`config.mk`:
```
export PLATFORM = sky130hd
export DESIGN_NAME = calendar_day_of_year_converter
export DESIGN_NICKNAME = d
export VERILOG_FILES = /design/src/rtl/cdoy_pkg.sv /design/src/rtl/cdoy_month_search.sv /design/src/rtl/calendar_day_of_year_converter.sv
export SDC_FILE = /design/constraint.sdc
export NUM_CORES = 1
export LEC_CHECK = 0
export BUFFER_PORTS_ARGS = -buffer_cell sky130_fd_sc_hd__buf_2
export CORE_MARGIN = 4
export CORE_UTILIZATION = 60
export DETAILED_ROUTE_END_ITERATION = 12
export GPL_ROUTABILITY_DRIVEN = 0
export PLACE_DENSITY = 0.81
export SLEW_MARGIN = 20
export SYNTH_ARGS = -nofsm -noshare
export SYNTH_HDL_FRONTEND = slang
export SYNTH_HIERARCHICAL = 1
export SYNTH_SLANG_ARGS = --single-unit
```
`constraint.sdc`:
```
create_clock -name clk -period 11.15 [get_ports clk]
set_input_delay 1.115 -clock clk [delete_from_list [all_inputs] [get_ports clk]]
set_output_delay 1.115 -clock clk [all_outputs]
set_load 0.02 [all_outputs]
```
`src/rtl/cdoy_pkg.sv`:
```
// ----------------------------------------------------------------------------
// cdoy_pkg
// Types, codes and constant tables shared by the day-of-year converter.
// ----------------------------------------------------------------------------
package cdoy_pkg;

  // Request beat
  typedef struct packed {
    logic        kind;
    logic [13:0] year_value;
    logic [3:0]  month_in;
    logic [4:0]  day_in;
    logic [8:0]  yearday_in;
  } req_t;

  // Response beat
  typedef struct packed {
    logic [1:0] status;
    logic [8:0] yearday_out;
    logic [3:0] month_out;
    logic [4:0] day_out;
  } rsp_t;

  // Conversion direction
  localparam logic KIND_MD_TO_YD = 1'b0;
  localparam logic KIND_YD_TO_MD = 1'b1;

  // Status codes
  localparam logic [1:0] ST_OK          = 2'd0;
  localparam logic [1:0] ST_BAD_MONTH   = 2'd1;
  localparam logic [1:0] ST_BAD_DAY     = 2'd2;
  localparam logic [1:0] ST_BAD_YEARDAY = 2'd3;

  // Month bounds
  localparam logic [3:0] MONTH_JAN = 4'd1;
  localparam logic [3:0] MONTH_FEB = 4'd2;
  localparam logic [3:0] MONTH_DEC = 4'd12;

  // Year lengths
  localparam logic [8:0] DAYS_COMMON = 9'd365;
  localparam logic [8:0] DAYS_LEAP   = 9'd366;

  // Divisibility by 25 on a 14-bit year: multiply by the inverse of 25
  // modulo 2^14; the year is a multiple of 25 exactly when the low 14 bits
  // of the product do not exceed (2^14 - 1) / 25.
  localparam logic [13:0] DIV25_INV   = 14'd7209;
  localparam logic [13:0] DIV25_LIMIT = 14'd655;

  // Month lengths in a common year, indexed by month; unused codes are zero
  localparam logic [4:0] MONTH_LEN [16] = '{
    5'd0,  5'd31, 5'd28, 5'd31, 5'd30, 5'd31, 5'd30, 5'd31,
    5'd31, 5'd30, 5'd31, 5'd30, 5'd31, 5'd0,  5'd0,  5'd0
  };

  // Days before the first of each month in a common year
  localparam logic [8:0] CUM_BEFORE [16] = '{
    9'd0,   9'd0,   9'd31,  9'd59,  9'd90,  9'd120, 9'd151, 9'd181,
    9'd212, 9'd243, 9'd273, 9'd304, 9'd334, 9'd0,   9'd0,   9'd0
  };

  // Length of a month, with the leap day added to February
  function automatic logic [4:0] month_days(input logic leap, input logic [3:0] month);
    month_days = MONTH_LEN[month] + {4'd0, (leap && (month == MONTH_FEB))};
  endfunction

  // Days before the first of a month, with the leap day counted after February
  function automatic logic [8:0] days_before(input logic leap, input logic [3:0] month);
    days_before = CUM_BEFORE[month] + {8'd0, (leap && (month > MONTH_FEB))};
  endfunction

endpackage

```
`src/rtl/cdoy_month_search.sv`:
```
// ----------------------------------------------------------------------------
// cdoy_month_search
// Finds the month that holds a given day of the year by comparing it with
// the end of every month but the last, all in parallel.
// ----------------------------------------------------------------------------
module cdoy_month_search (
  input  logic       leap,
  input  logic [8:0] yearday,
  output logic [3:0] month
);
  import cdoy_pkg::*;

  logic [10:0] past_end;

  // Flag every month whose last day lies before the day asked for
  always_comb begin
    for (int i = 0; i < 11; i++) begin
      past_end[i] = (yearday > days_before(leap, 4'(i + 2)));
    end
  end

  // Month ends rise with the month, so the flag count names the month
  always_comb begin
    month = MONTH_JAN;
    for (int i = 0; i < 11; i++) begin
      month = month + {3'd0, past_end[i]};
    end
  end

endmodule

```
`src/rtl/calendar_day_of_year_converter.sv`:
```
// ----------------------------------------------------------------------------
// calendar_day_of_year_converter
// Gregorian date to day-of-year conversion, both directions, with status.
// ----------------------------------------------------------------------------
// The block takes one request beat per cycle while req_ready is high and
// returns one response beat per request, in order. An accepted request
// reaches the response port through four register stages: the year is
// multiplied for the century test, the leap flag is formed, the month table is
// looked up and the yearday sum or month search is done, and finally the day of
// month is subtracted out. Each stage holds when the one after it is full and
// stalled, so back-pressure on the response port ripples back to req_ready
// without dropping or repeating a beat.
module calendar_day_of_year_converter (
  input  logic           clk,
  input  logic           rst,
  input  logic           req_valid,
  output logic           req_ready,
  input  cdoy_pkg::req_t req,
  output logic           rsp_valid,
  input  logic           rsp_ready,
  output cdoy_pkg::rsp_t rsp
);
  import cdoy_pkg::*;

  // Stage valid bits and advance enables
  logic v1, v2, v3;
  logic en1, en2, en3, en4;

  // Stage 1: request and century product
  req_t        s1_req;
  logic [13:0] s1_prod;
  logic [27:0] year_mul;

  // Stage 2: request and leap flag
  req_t s2_req;
  logic s2_leap;

  // Stage 3: partial result
  logic       s3_kind;
  logic       s3_leap;
  logic [1:0] s3_status;
  logic [8:0] s3_yearday;
  logic [3:0] s3_month;
  logic [8:0] s3_yd_in;

  // Combinational results
  logic       leap_next;
  logic [1:0] status_next;
  logic [8:0] yearday_next;
  logic [3:0] month_next;
  logic [3:0] found_month;
  logic [8:0] year_limit;
  logic [8:0] day_left;
  rsp_t       rsp_next;

  // Advance a stage when the one after it is empty or moving
  assign en4       = !rsp_valid || rsp_ready;
  assign en3       = !v3 || en4;
  assign en2       = !v2 || en3;
  assign en1       = !v1 || en2;
  assign req_ready = en1;

  // Track valid bits
  always_ff @(posedge clk) begin
    if (rst) begin
      v1        <= 1'b0;
      v2        <= 1'b0;
      v3        <= 1'b0;
      rsp_valid <= 1'b0;
    end else begin
      if (en1) v1 <= req_valid;
      if (en2) v2 <= v1;
      if (en3) v3 <= v2;
      if (en4) rsp_valid <= v3;
    end
  end

  // Stage 1: multiply the year by the inverse of 25
  assign year_mul = 28'(req.year_value) * 28'(DIV25_INV);

  always_ff @(posedge clk) begin
    if (en1) begin
      s1_req  <= req;
      s1_prod <= year_mul[13:0];
    end
  end

  // Stage 2: leap when divisible by 4, and either not by 25 or also by 16
  assign leap_next = (s1_req.year_value[1:0] == 2'd0) &&
                     ((s1_prod > DIV25_LIMIT) || (s1_req.year_value[3:0] == 4'd0));

  always_ff @(posedge clk) begin
    if (en2) begin
      s2_req  <= s1_req;
      s2_leap <= leap_next;
    end
  end

  // Stage 3: range checks, yearday sum and month search
  cdoy_month_search u_month_search (
    .leap    (s2_leap),
    .yearday (s2_req.yearday_in),
    .month   (found_month)
  );

  assign year_limit = s2_leap ? DAYS_LEAP : DAYS_COMMON;

  always_comb begin
    status_next  = ST_OK;
    yearday_next = '0;
    month_next   = '0;
    if (s2_req.kind == KIND_MD_TO_YD) begin
      if ((s2_req.month_in < MONTH_JAN) || (s2_req.month_in > MONTH_DEC)) begin
        status_next = ST_BAD_MONTH;
      end else if ((s2_req.day_in == 5'd0) ||
                   (s2_req.day_in > month_days(s2_leap, s2_req.month_in))) begin
        status_next = ST_BAD_DAY;
      end else begin
        yearday_next = days_before(s2_leap, s2_req.month_in) + {4'd0, s2_req.day_in};
      end
    end else begin
      if ((s2_req.yearday_in == 9'd0) || (s2_req.yearday_in > year_limit)) begin
        status_next = ST_BAD_YEARDAY;
      end else begin
        month_next = found_month;
      end
    end
  end

  always_ff @(posedge clk) begin
    if (en3) begin
      s3_kind    <= s2_req.kind;
      s3_leap    <= s2_leap;
      s3_status  <= status_next;
      s3_yearday <= yearday_next;
      s3_month   <= month_next;
      s3_yd_in   <= s2_req.yearday_in;
    end
  end

  // Stage 4: take the days before the month off to get the day of month
  assign day_left = s3_yd_in - days_before(s3_leap, s3_month);

  always_comb begin
    rsp_next.status      = s3_status;
    rsp_next.yearday_out = s3_yearday;
    rsp_next.month_out   = s3_month;
    rsp_next.day_out     = '0;
    if ((s3_kind == KIND_YD_TO_MD) && (s3_status == ST_OK)) begin
      rsp_next.day_out = day_left[4:0];
    end
  end

  // Hold the response beat until it is taken
  always_ff @(posedge clk) begin
    if (en4) begin
      rsp <= rsp_next;
    end
  end

endmodule
```
# Yosys cells after proc, flatten, opt, wreduce, memory -nomap -nowiden
# Memory sizes are Yosys's and may differ from the RTL's.
# Cells that the tools add are included.
totals:
  regBits: 103
  latchBits: 0
  mem_bits_rw: 0
  mem_bits_ro: 368
  input_bits: 37
  out_inout_bits: 22
  n_memories: 3
op_classes:
  add_sub_neg: 26
  multipliers: 1
  n_div: 0
  order_cmp: 20
  n_eq_ne: 1
  shifts: 0
  muxes: 11
  n_bitwise: 3
  n_reduce_logical: 24
memory_table:
  columns: ["name", "depth", "word_bits", "rd", "rd_clocked_by_memory_dff", "write_ports", "line_no", "rtl"]
  rows:
  - ["(no name shown)", 16, 9, 1, 0, 0, "cdoy_pkg.sv:68", "days_before = CUM_BEFORE[month] + {8'd0, (leap && (month > MONTH_FEB))};"]
  - ["(no name shown)", 16, 9, 1, 0, 0, "cdoy_pkg.sv:68", null]
  - ["(no name shown)", 16, 5, 1, 0, 0, "cdoy_pkg.sv:63", "month_days = MONTH_LEN[month] + {4'd0, (leap && (month == MONTH_FEB))};"]
ops:
  columns: ["operator", "count"]
  rows:
  - ["$gt A9 B9 Y1", 8]
  - ["$add A8 B1 Y9 const A", 4]
  - ["$add A4 B1 Y4", 8]
  - ["$add A9 B1 Y9 const A", 3]
  - ["$mux W5", 4]
  - ["$gt A9 B8 Y1", 2]
  - ["$mux W9", 2]
  - ["$add A7 B1 Y8 const A", 2]
  - ["$gt A14 B10 Y1 const B", 1]
  - ["$mul A14 B13 Y14 const B", 1]
  - ["$add A5 B1 Y5", 2]
  - ["$ge A5 B5 Y1 const B", 2]
  - ["$mux W2", 5]
  - ["$not A4 Y5", 2]
  - ["$add A9 B1 Y9", 1]
  - ["$add A9 B5 Y9", 1]
  - ["$gt A9 B5 Y1 const B", 1]
  - ["$gt A9 B7 Y1", 1]
  - ["$logic_not A9 Y1", 1]
  - ["$gt A4 B2 Y1 const B", 2]
  - ["$logic_or A1 B1 Y1", 8]
  - ["$add A6 B1 Y7 const A", 1]
  - ["$gt A5 B5 Y1", 1]
  - ["$logic_and A1 B1 Y1", 5]
  - ["other kinds (14)", 18]

# Longest topological paths before layout
# Gate-level depths: netlist of run 1.
depth:
  word_depth: 12
  depth_mapped: 16

# By module
# The synthesis of run 1 kept the hierarchy.
modules_own_cells:
  columns: ["mod", "n_inst", "cells_per_inst", "area_each_um2", "seq_area_each_um2"]
  rows:
  - ["calendar_day_of_year_converter", 1, 426, 5412.7, 2932.8]
  - ["cdoy_month_search", 1, 82, 681.9, 0.0]

# Worst setup path after synthesis of run 1
# OpenSTA, ideal clock, no wires.
synth_path:
  path_type: "flip-flop to flip-flop"
  start: "reg s2_leap"
  end: "reg s3_month[2] (data pin)"
  setup_time_ps: 255
  t_arrival_ps: 4561
  required_ps: 10895
  setup_slack_ps: 6334
  path_stages_with_launch: 16
  path_buffers: 0
  path_cell_list: "edfxtp_1 inv_1 ha_1 nor2_1 nand4_1 or4_1 and3_1 fa_1 fa_1 fa_1 inv_1 fa_1 ha_1 fa_1 xor2_1 and2_1"
synth_via:
  elab_chain_len: 12
  elab_cells_between_ends: 34
  classes_between: "add/sub: 20; order compare: 11; mux: 1; reduce/logical: 2"
synth_rtl:
  columns: ["element", "line_no", "rtl"]
  rows:
  - ["from (decl)", "calendar_day_of_year_converter.sv:36", "logic s2_leap;"]
  - ["from (signal assigned)", "calendar_day_of_year_converter.sv:95", "s2_leap <= leap_next;"]
  - ["$add A6 B1 Y7", "cdoy_pkg.sv:68", null]
  - ["$gt A9 B7 Y1", "cdoy_month_search.sv:18", "past_end[i] = (yearday > days_before(leap, 4'(i + 2)));"]
  - ["$add A2 B1 Y3", "cdoy_month_search.sv:26", "month = month + {3'd0, past_end[i]};"]
  - ["$add A3 B1 Y4", "cdoy_month_search.sv:26", null]
  - ["$add A4 B1 Y4 (7 in a row)", "cdoy_month_search.sv:26", null]
  - ["$add A4 B1 Y4 (*)", "cdoy_month_search.sv:26", null]
  - ["net found_month[2]", "calendar_day_of_year_converter.sv:51", "logic [3:0] found_month;"]
  - ["to (signal assigned)", "calendar_day_of_year_converter.sv:136", "s3_month <= month_next;"]
  - ["to (decl)", "calendar_day_of_year_converter.sv:43", "logic [3:0] s3_month;"]
# Mark *: on every way through the listed nets, which the timed path passes. The rest lies on a longest branch.
# A chain may end at the register's enable or synchronous reset.

# Worst setup path in the final report of run 1
# Ends and elaborated chain as after synthesis.

==> flow_summary.yaml, run 1 <==
run_status:
  outcome: "complete, no violations"
placed_design:
  hpwlAfterDp_um: 7590
  dp_worst_setup_slack_ns: 6.07
  place_area_um2: 6490
  port_buffers: 58
  place.detailed.instances: 689
cells_and_area:
  final_layout_size_suffix_gt1_frac: 0.142
  multi_input_comb_area_um2: 2820
  fin_util: 0.681
  design_area_um2: 6680
  sequential_cell_area_um2: 2930
  antennaDiodeCount: 0
  finalNonFillerCells: 705
  fillCellCount: 736
  finish.net_count: 706
  layout-area-overhead-vs-synth_pct: 9.67
clock_tree:
  clockBufferDepth: 2
  post_cts_hold_buffer_count: 0
  cts.clk_slew.worst_paths_ns: 0.09
  cts_buf_count: 9
  cts_max_level: 3
  post_cts_resize_count: 0
  cts_sinks: 99
  cts_root_buf: "clkbuf_8"
  insertion_delay_ns: 0.35
  postCtsSetupBuffers: 0
  cts_tree: "built"
grt:
  maximum_number_of_pins_on_one_net_before_global_route_repair: 35
  grt-ovfl-total: 0
  grt.total_usage: 0.173
  grt_antenna_before_repair: 0
  vias_in_the_first_global_route: 3651
  grt_first_pass_wirelength_um: 15900
synthesis:
  postSynthCellCount: 508
  ys_top_cells_by_area: "edfxtp_1, ha_1, fa_1"
  synthDistinctLibCells: 55
  synth-seq-area-share: 0.481
  post_synthesis_mean_instance_area_um2: 12.0
  synth-warning-count: 6
  yosys.area_share.adder: 0.235
  synth_common_cells: "edfxtp_1, ha_1, inv_1"
  mappedNetlistNets: 647
  async_flop_share: 0
  synth_seq_cells: 99
  yosys_most_used_dff: "edfxtp_1"
  mapped_cell_area_um2: 6090
  synth-compound-area-share: 0.0881
  top_cell_type_by_total_area_after_synthesis: "edfxtp_1"
  post_synth_xor_area_fraction: 0.0417
  synth-simple-area-share: 0.0852
  synth_top_area_frac: 0.468
  top_count_cell_post_synth: "edfxtp_1"
  yosys-mux-area-fraction: 0.0125
  synth_top_family_by_area: "adder cells"
  synth-edff-count: 95
timing:
  timing.final.max_slew_violations: 0
  layout_worst_path_cycle_share: 0.457
  max_clock_freq_mhz: 196
  unrepaired_setup_endpoints_after_global_routing: "false"
  timing.setup.tns_ns: 0
  timing.clock.skew_ns: 0.00510
  final-hold-violation-count: 0
  fin_ws_ns: 6.06
  setup_viol: 0
  worst_slew_margin_rel: 0.428
  worst_hold_slack_ns: 0.423
  worst_slew_pin_slew_ns: 0.856
  post-route-min-period_ns: 5.09
setup_path:
  worst_r2r_path_depth: 15
  crit_path_end_kind: "flop"
  critical-path-top-cell-by-count: "fa_1"
  timing.critical_path.slowest_stage_cell: "fa_1"
  crit_chain: "inv_1 -> ha_1 -> nor2_1 -> nand4_1 -> or4_1 -> and3_1 -> fa_1 -> fa_1 -> fa_1 -> inv_1 -> fa_1 -> ha_1 -> fa_1 -> xor2_1 -> and2_1"
  timing.critical_path.arrival_ns: 5.20
  worstPathRequired_ns: 11.26
  path_delay_family: "adder cells"
  reg2reg_setup_slack_ns: 6.06
  setup.worst_path.class: "reg2reg"
  critical_path.startpoint_type: "flop"
  cp_slowest_stage_delay_ns: 0.55
  critical_path_peak_fanout: 7
  cp.buffers_inverters: 2
  crit_cells: 15
job:
  maxCapViolCount: 0
drt:
  final_antenna_net_count: 0
  detailroute.wirelength.met2_um: 4700
  routed_via_density: 5.36
  drt-pass1-iter-count: 4
  route.layer.met1.wl_um: 4010
  drcViolationCount: 0
  routed_wl_um: 9520
  via_count: 3777
  met3_length_um: 662
  routed_wire_length_per_instance_um: 13.5
  initialDrtViolationCount: 207
  top_signal_layer_used: "met4"
floorplan:
  core_area_um2: 9820
  die_h_um: 109
  floorplan.initialDensity: 0.621
  die_area_um2: 11800
  top_level_pins: 59
  die_width_um: 109
  rows: 36
hold_path:
  hp-class: "reg2reg"
  worst_hold_stages: 0
pwr:
  ir_worst_vdd_v: 0.0000970
  share_seq_of_total_power: 0.463
  design_power_total_mw: 1.08
  netSwitchingFraction: 0.309
  pwr-share-comb: 0.332
  power_switching_mw: 0.334
  internal_power_mw: 0.746
  power_frac_clock: 0.204
  power.density_cell_area_nw_per_um2: 162
  leakage_nw: 3.05
## state kept, by name, summed over array words and instances (netlist names)
register,count
s3_month,4
s3_status,2
v3,1
s2_leap,1
s3_yd_in,5
s1_req,23
rsp_valid,1
v2,1
s3_leap,1
s2_req,19
rsp,20
s3_kind,1
s3_yearday,9
s1_prod,10
v1,1
## cells in the final DEF, fill, tap and decap left out, types with 3 or more instances in the layout
| cell | netlist | final |
|---|---|---|
| nor2_1 | 39 | 39 |
| clkbuf_8 | 0 | 9 |
| edfxtp_1 | 95 | 95 |
| o31a_1 | 3 | 3 |
| ha_1 | 81 | 81 |
| a31oi_1 | 7 | 7 |
| dfxtp_1 | 4 | 4 |
| o21a_1 | 4 | 4 |
| and3_1 | 3 | 3 |
| a21o_1 | 9 | 9 |
| xor2_1 | 4 | 4 |
| xnor2_1 | 25 | 25 |
| nand2_1 | 24 | 24 |
| nor3_1 | 5 | 5 |
| buf_2 | 3 | 58 |
| a21oi_1 | 21 | 21 |
| o21bai_1 | 3 | 3 |
| inv_1 | 72 | 72 |
| and2_1 | 5 | 5 |
| fa_1 | 21 | 21 |
| nor4_1 | 3 | 3 |
| nand3_1 | 6 | 6 |
| o21ai_0 | 13 | 13 |
| nand2b_1 | 5 | 5 |
| nor2b_1 | 6 | 6 |
| mux2i_1 | 5 | 5 |
## worst reg2reg max path: stages (launching register included)
cell and delay, ns:
edfxtp_1 0.46, inv_1 0.13, ha_1 0.38, nor2_1 0.13
nand4_1 0.13, or4_1 0.49, and3_1 0.21, fa_1 0.55
fa_1 0.43, fa_1 0.52, inv_1 0.05, fa_1 0.47
ha_1 0.24, fa_1 0.37, xor2_1 0.14, and2_1 0.13
## power by group through the flow
stage	Sequential (mW)	Combinational [mW]	Clock (mW)
2_1_floorplan	0.519	0.267	0
3_3_place_gp	0.507	0.341	0
3_5_place_dp	0.509	0.360	0
4_1_cts	0.500	0.363	0.228
5_1_grt	0.507	0.411	0.244
6_report	0.500	0.359	0.220
## routing by layer
layer	GRT usage	vias up
met5	0	-
met4	0.0721	0
met3	0.0420	20
met2	0.290	123
met1	0.215	1738
li1	-	1896
## cell families after synthesis
kind of cell	Yosys count
buf+inv	84
simple gates	108
mux	6
compound gates	80
xor+xnor	29
fa+ha+maj	102
flops	99
## final cells by class
class                           instances  area share
Inverter                               73      0.0410
Clock inverter                          6     0.00973
Tap cell                              133      0.0249
Multi-Input combinational cell        325       0.422
Timing Repair Buffer                   59      0.0446
Sequential cell                        99       0.439
Clock buffer                           10      0.0191
## final timing paths
kind | startpoint | to
max reg2reg | s2_leap | s3_month[2]
min | s3_yearday[5] | rsp[14]
min reg2reg | s3_yearday[5] | rsp[14]
max | s2_leap | s3_month[2]
Power figures use the tool's default switching activity.
==> run 2: changes to the inputs <==
==> constraint.sdc (replaced) <==
create_clock -name clk -period 4.97 [get_ports clk]
set_input_delay 0.497 -clock clk [delete_from_list [all_inputs] [get_ports clk]]
set_output_delay 0.497 -clock clk [all_outputs]
set_load 0.02 [all_outputs]
==> run 2 against run 1 <==
Hold slack worse by 0.11 ns. Wire length is 7.7% higher. Via count rose by 0.82%. Die area is the same. Register-to-register slack worse by 6.0 ns. Cell count is 1.4% higher. Critical path depth is 1 higher. Count of clock-buffer cells in the layout is 1 lower. Clock skew rose by 0.0047 ns. Sequential share of layout area shrank 1.0 points. Largest power group unchanged.
==> flow_summary.yaml, run 2 (synthesis gave the netlist of run 1 again) <==
run_status:
  outcome: "complete, no violations"
timing:
  timing.setup.tns_ns: 0
  worst_hold_slack_ns: 0.310
  post-route-min-period_ns: 4.89
  timing.final.max_slew_violations: 0
  layout_worst_path_cycle_share: 0.985
  final-hold-violation-count: 0
  worst_slew_margin_rel: 0.428
  timing.clock.skew_ns: 0.00975
  worst_slew_pin_slew_ns: 0.856
  max_clock_freq_mhz: 204
  setup_viol: 0
grt:
  grt_antenna_before_repair: 0
  grt.total_usage: 0.185
  maximum_number_of_pins_on_one_net_before_global_route_repair: 35
  grt-ovfl-total: 0
  vias_in_the_first_global_route: 3854
  grt_first_pass_wirelength_um: 17200
setup_path:
  critical_path_launch_point: "s2_leap"
  crit_path_end_kind: "flop"
  critical_path.startpoint_type: "flop"
  timing.critical_path.arrival_ns: 5.02
  worst_r2r_startpoint: "s2_leap"
  critical_path_peak_fanout: 4
  setup.worst_path.class: "reg2reg"
  worstPathRequired_ns: 5.09
clock_tree:
  cts_tree: "built"
  cts_root_buf: "clkbuf_8"
  cts_max_level: 3
  insertion_delay_ns: 0.36
  cts_buf_count: 9
  post_cts_hold_buffer_count: 0
  clockBufferDepth: 2
  cts_sinks: 99
  cts.clk_slew.worst_paths_ns: 0.09
floorplan:
  top_level_pins: 59
  die_area_um2: 11800
  floorplan.initialDensity: 0.621
  rows: 36
  die_h_um: 109
  die_width_um: 109
  core_area_um2: 9820
hold_path:
  min-delay-start: "req[15]"
  hp-class: "in2reg"
drt:
  via_count: 3808
  drt-pass1-iter-count: 4
  final_antenna_net_count: 0
  routed_wire_length_per_instance_um: 14.3
  initialDrtViolationCount: 192
  routed_wl_um: 10200
  routed_via_density: 5.33
  drcViolationCount: 0
cells_and_area:
  finalNonFillerCells: 715
  layout_commonest_cell: "edfxtp_1"
  registers.top_by_ff_count: "s1_req"
  layout-area-overhead-vs-synth_pct: 12.3
  max_ffs_per_register: 23
  fin_util: 0.697
  layout.cells.most_common_list: "edfxtp_1, ha_1, inv_1"
  final_layout_size_suffix_gt1_frac: 0.174
  largestRegisters: "s1_req (23), rsp (20), s2_req (19)"
  antennaDiodeCount: 0
  finish.net_count: 716
placed_design:
  place.detailed.instances: 696
  hpwlAfterDp_um: 7990
  port_buffers: 58
pwr:
  leakage_nw: 3.11
  design_power_total_mw: 2.52
  ir_worst_vdd_v: 0.000177
  power.density_cell_area_nw_per_um2: 368
job:
  maxCapViolCount: 0
==> run 2: worst paths after layout <==
check / to / slack (ns) / cells past startpoint
min: s1_req[15] / 0.31 / 1
max: s3_month[2] / 0.08 / 16
min reg2reg: s2_req[9] / 0.42 / 0
max reg2reg: s3_month[2] / 0.08 / 16
==> run 2: what timing repair did <==
| action | 4_1_cts | 5_1_grt |
|---|---|---|
| pin swaps | 0 | 7 |
| resized for setup | 1 | 11 |
| setup buffers | 0 | 3 |
| setup endpoints to repair | 1 | 3 |
==> run 2: per-layer routing <==
| metal | vias up | global-route usage | wire, um |
|---|---|---|---|
| met5 | - | 0 | 0 |
| met4 | 0 | 0.0613 | 170 |
| met3 | 15 | 0.0397 | 457 |
| met2 | 91 | 0.327 | 5270 |
| met1 | 1787 | 0.226 | 4350 |
| li1 | 1915 | - | - |
==> run 2: per-stage QoR <==
step / setup slack, ns / cell area (um2)
final: 0.0768 / 6840
after CTS: 0.0240 / 6760
after floorplan: 0.154 / 6090
after global routing: -0.0341 / 6840
after global placement: 0.163 / 6540
after detailed placement: -0.0129 / 6540
==> run 2: critical path, stage by stage (launching register included) <==
cell and delay (ns):
edfxtp_1 0.41, inv_2 0.11, buf_4 0.13, ha_4 0.21, nor2_2 0.09, nand4_1 0.11, or4_1 0.50, and3_4 0.21
fa_1 0.49, fa_1 0.53, fa_1 0.51, inv_1 0.06, fa_1 0.48, ha_2 0.20, fa_2 0.35, xor2_1 0.15
and2_1 0.13
==> run 2: cell type report <==
cell class	instances	area [um2]
fill	731	2980
sequential	99	2930
multi-input combinational	325	2880
timing repair buffer	69	373
inverter	73	274
tap	133	166
clock buffer	9	124
clock inverter	7	90.1
==> run 2: power by group <==
| group | switching (mW) | internal (mW) |
|---|---|---|
| logic | 0.457 | 0.401 |
| registers | 0.0542 | 1.06 |
| clock network | 0.264 | 0.282 |
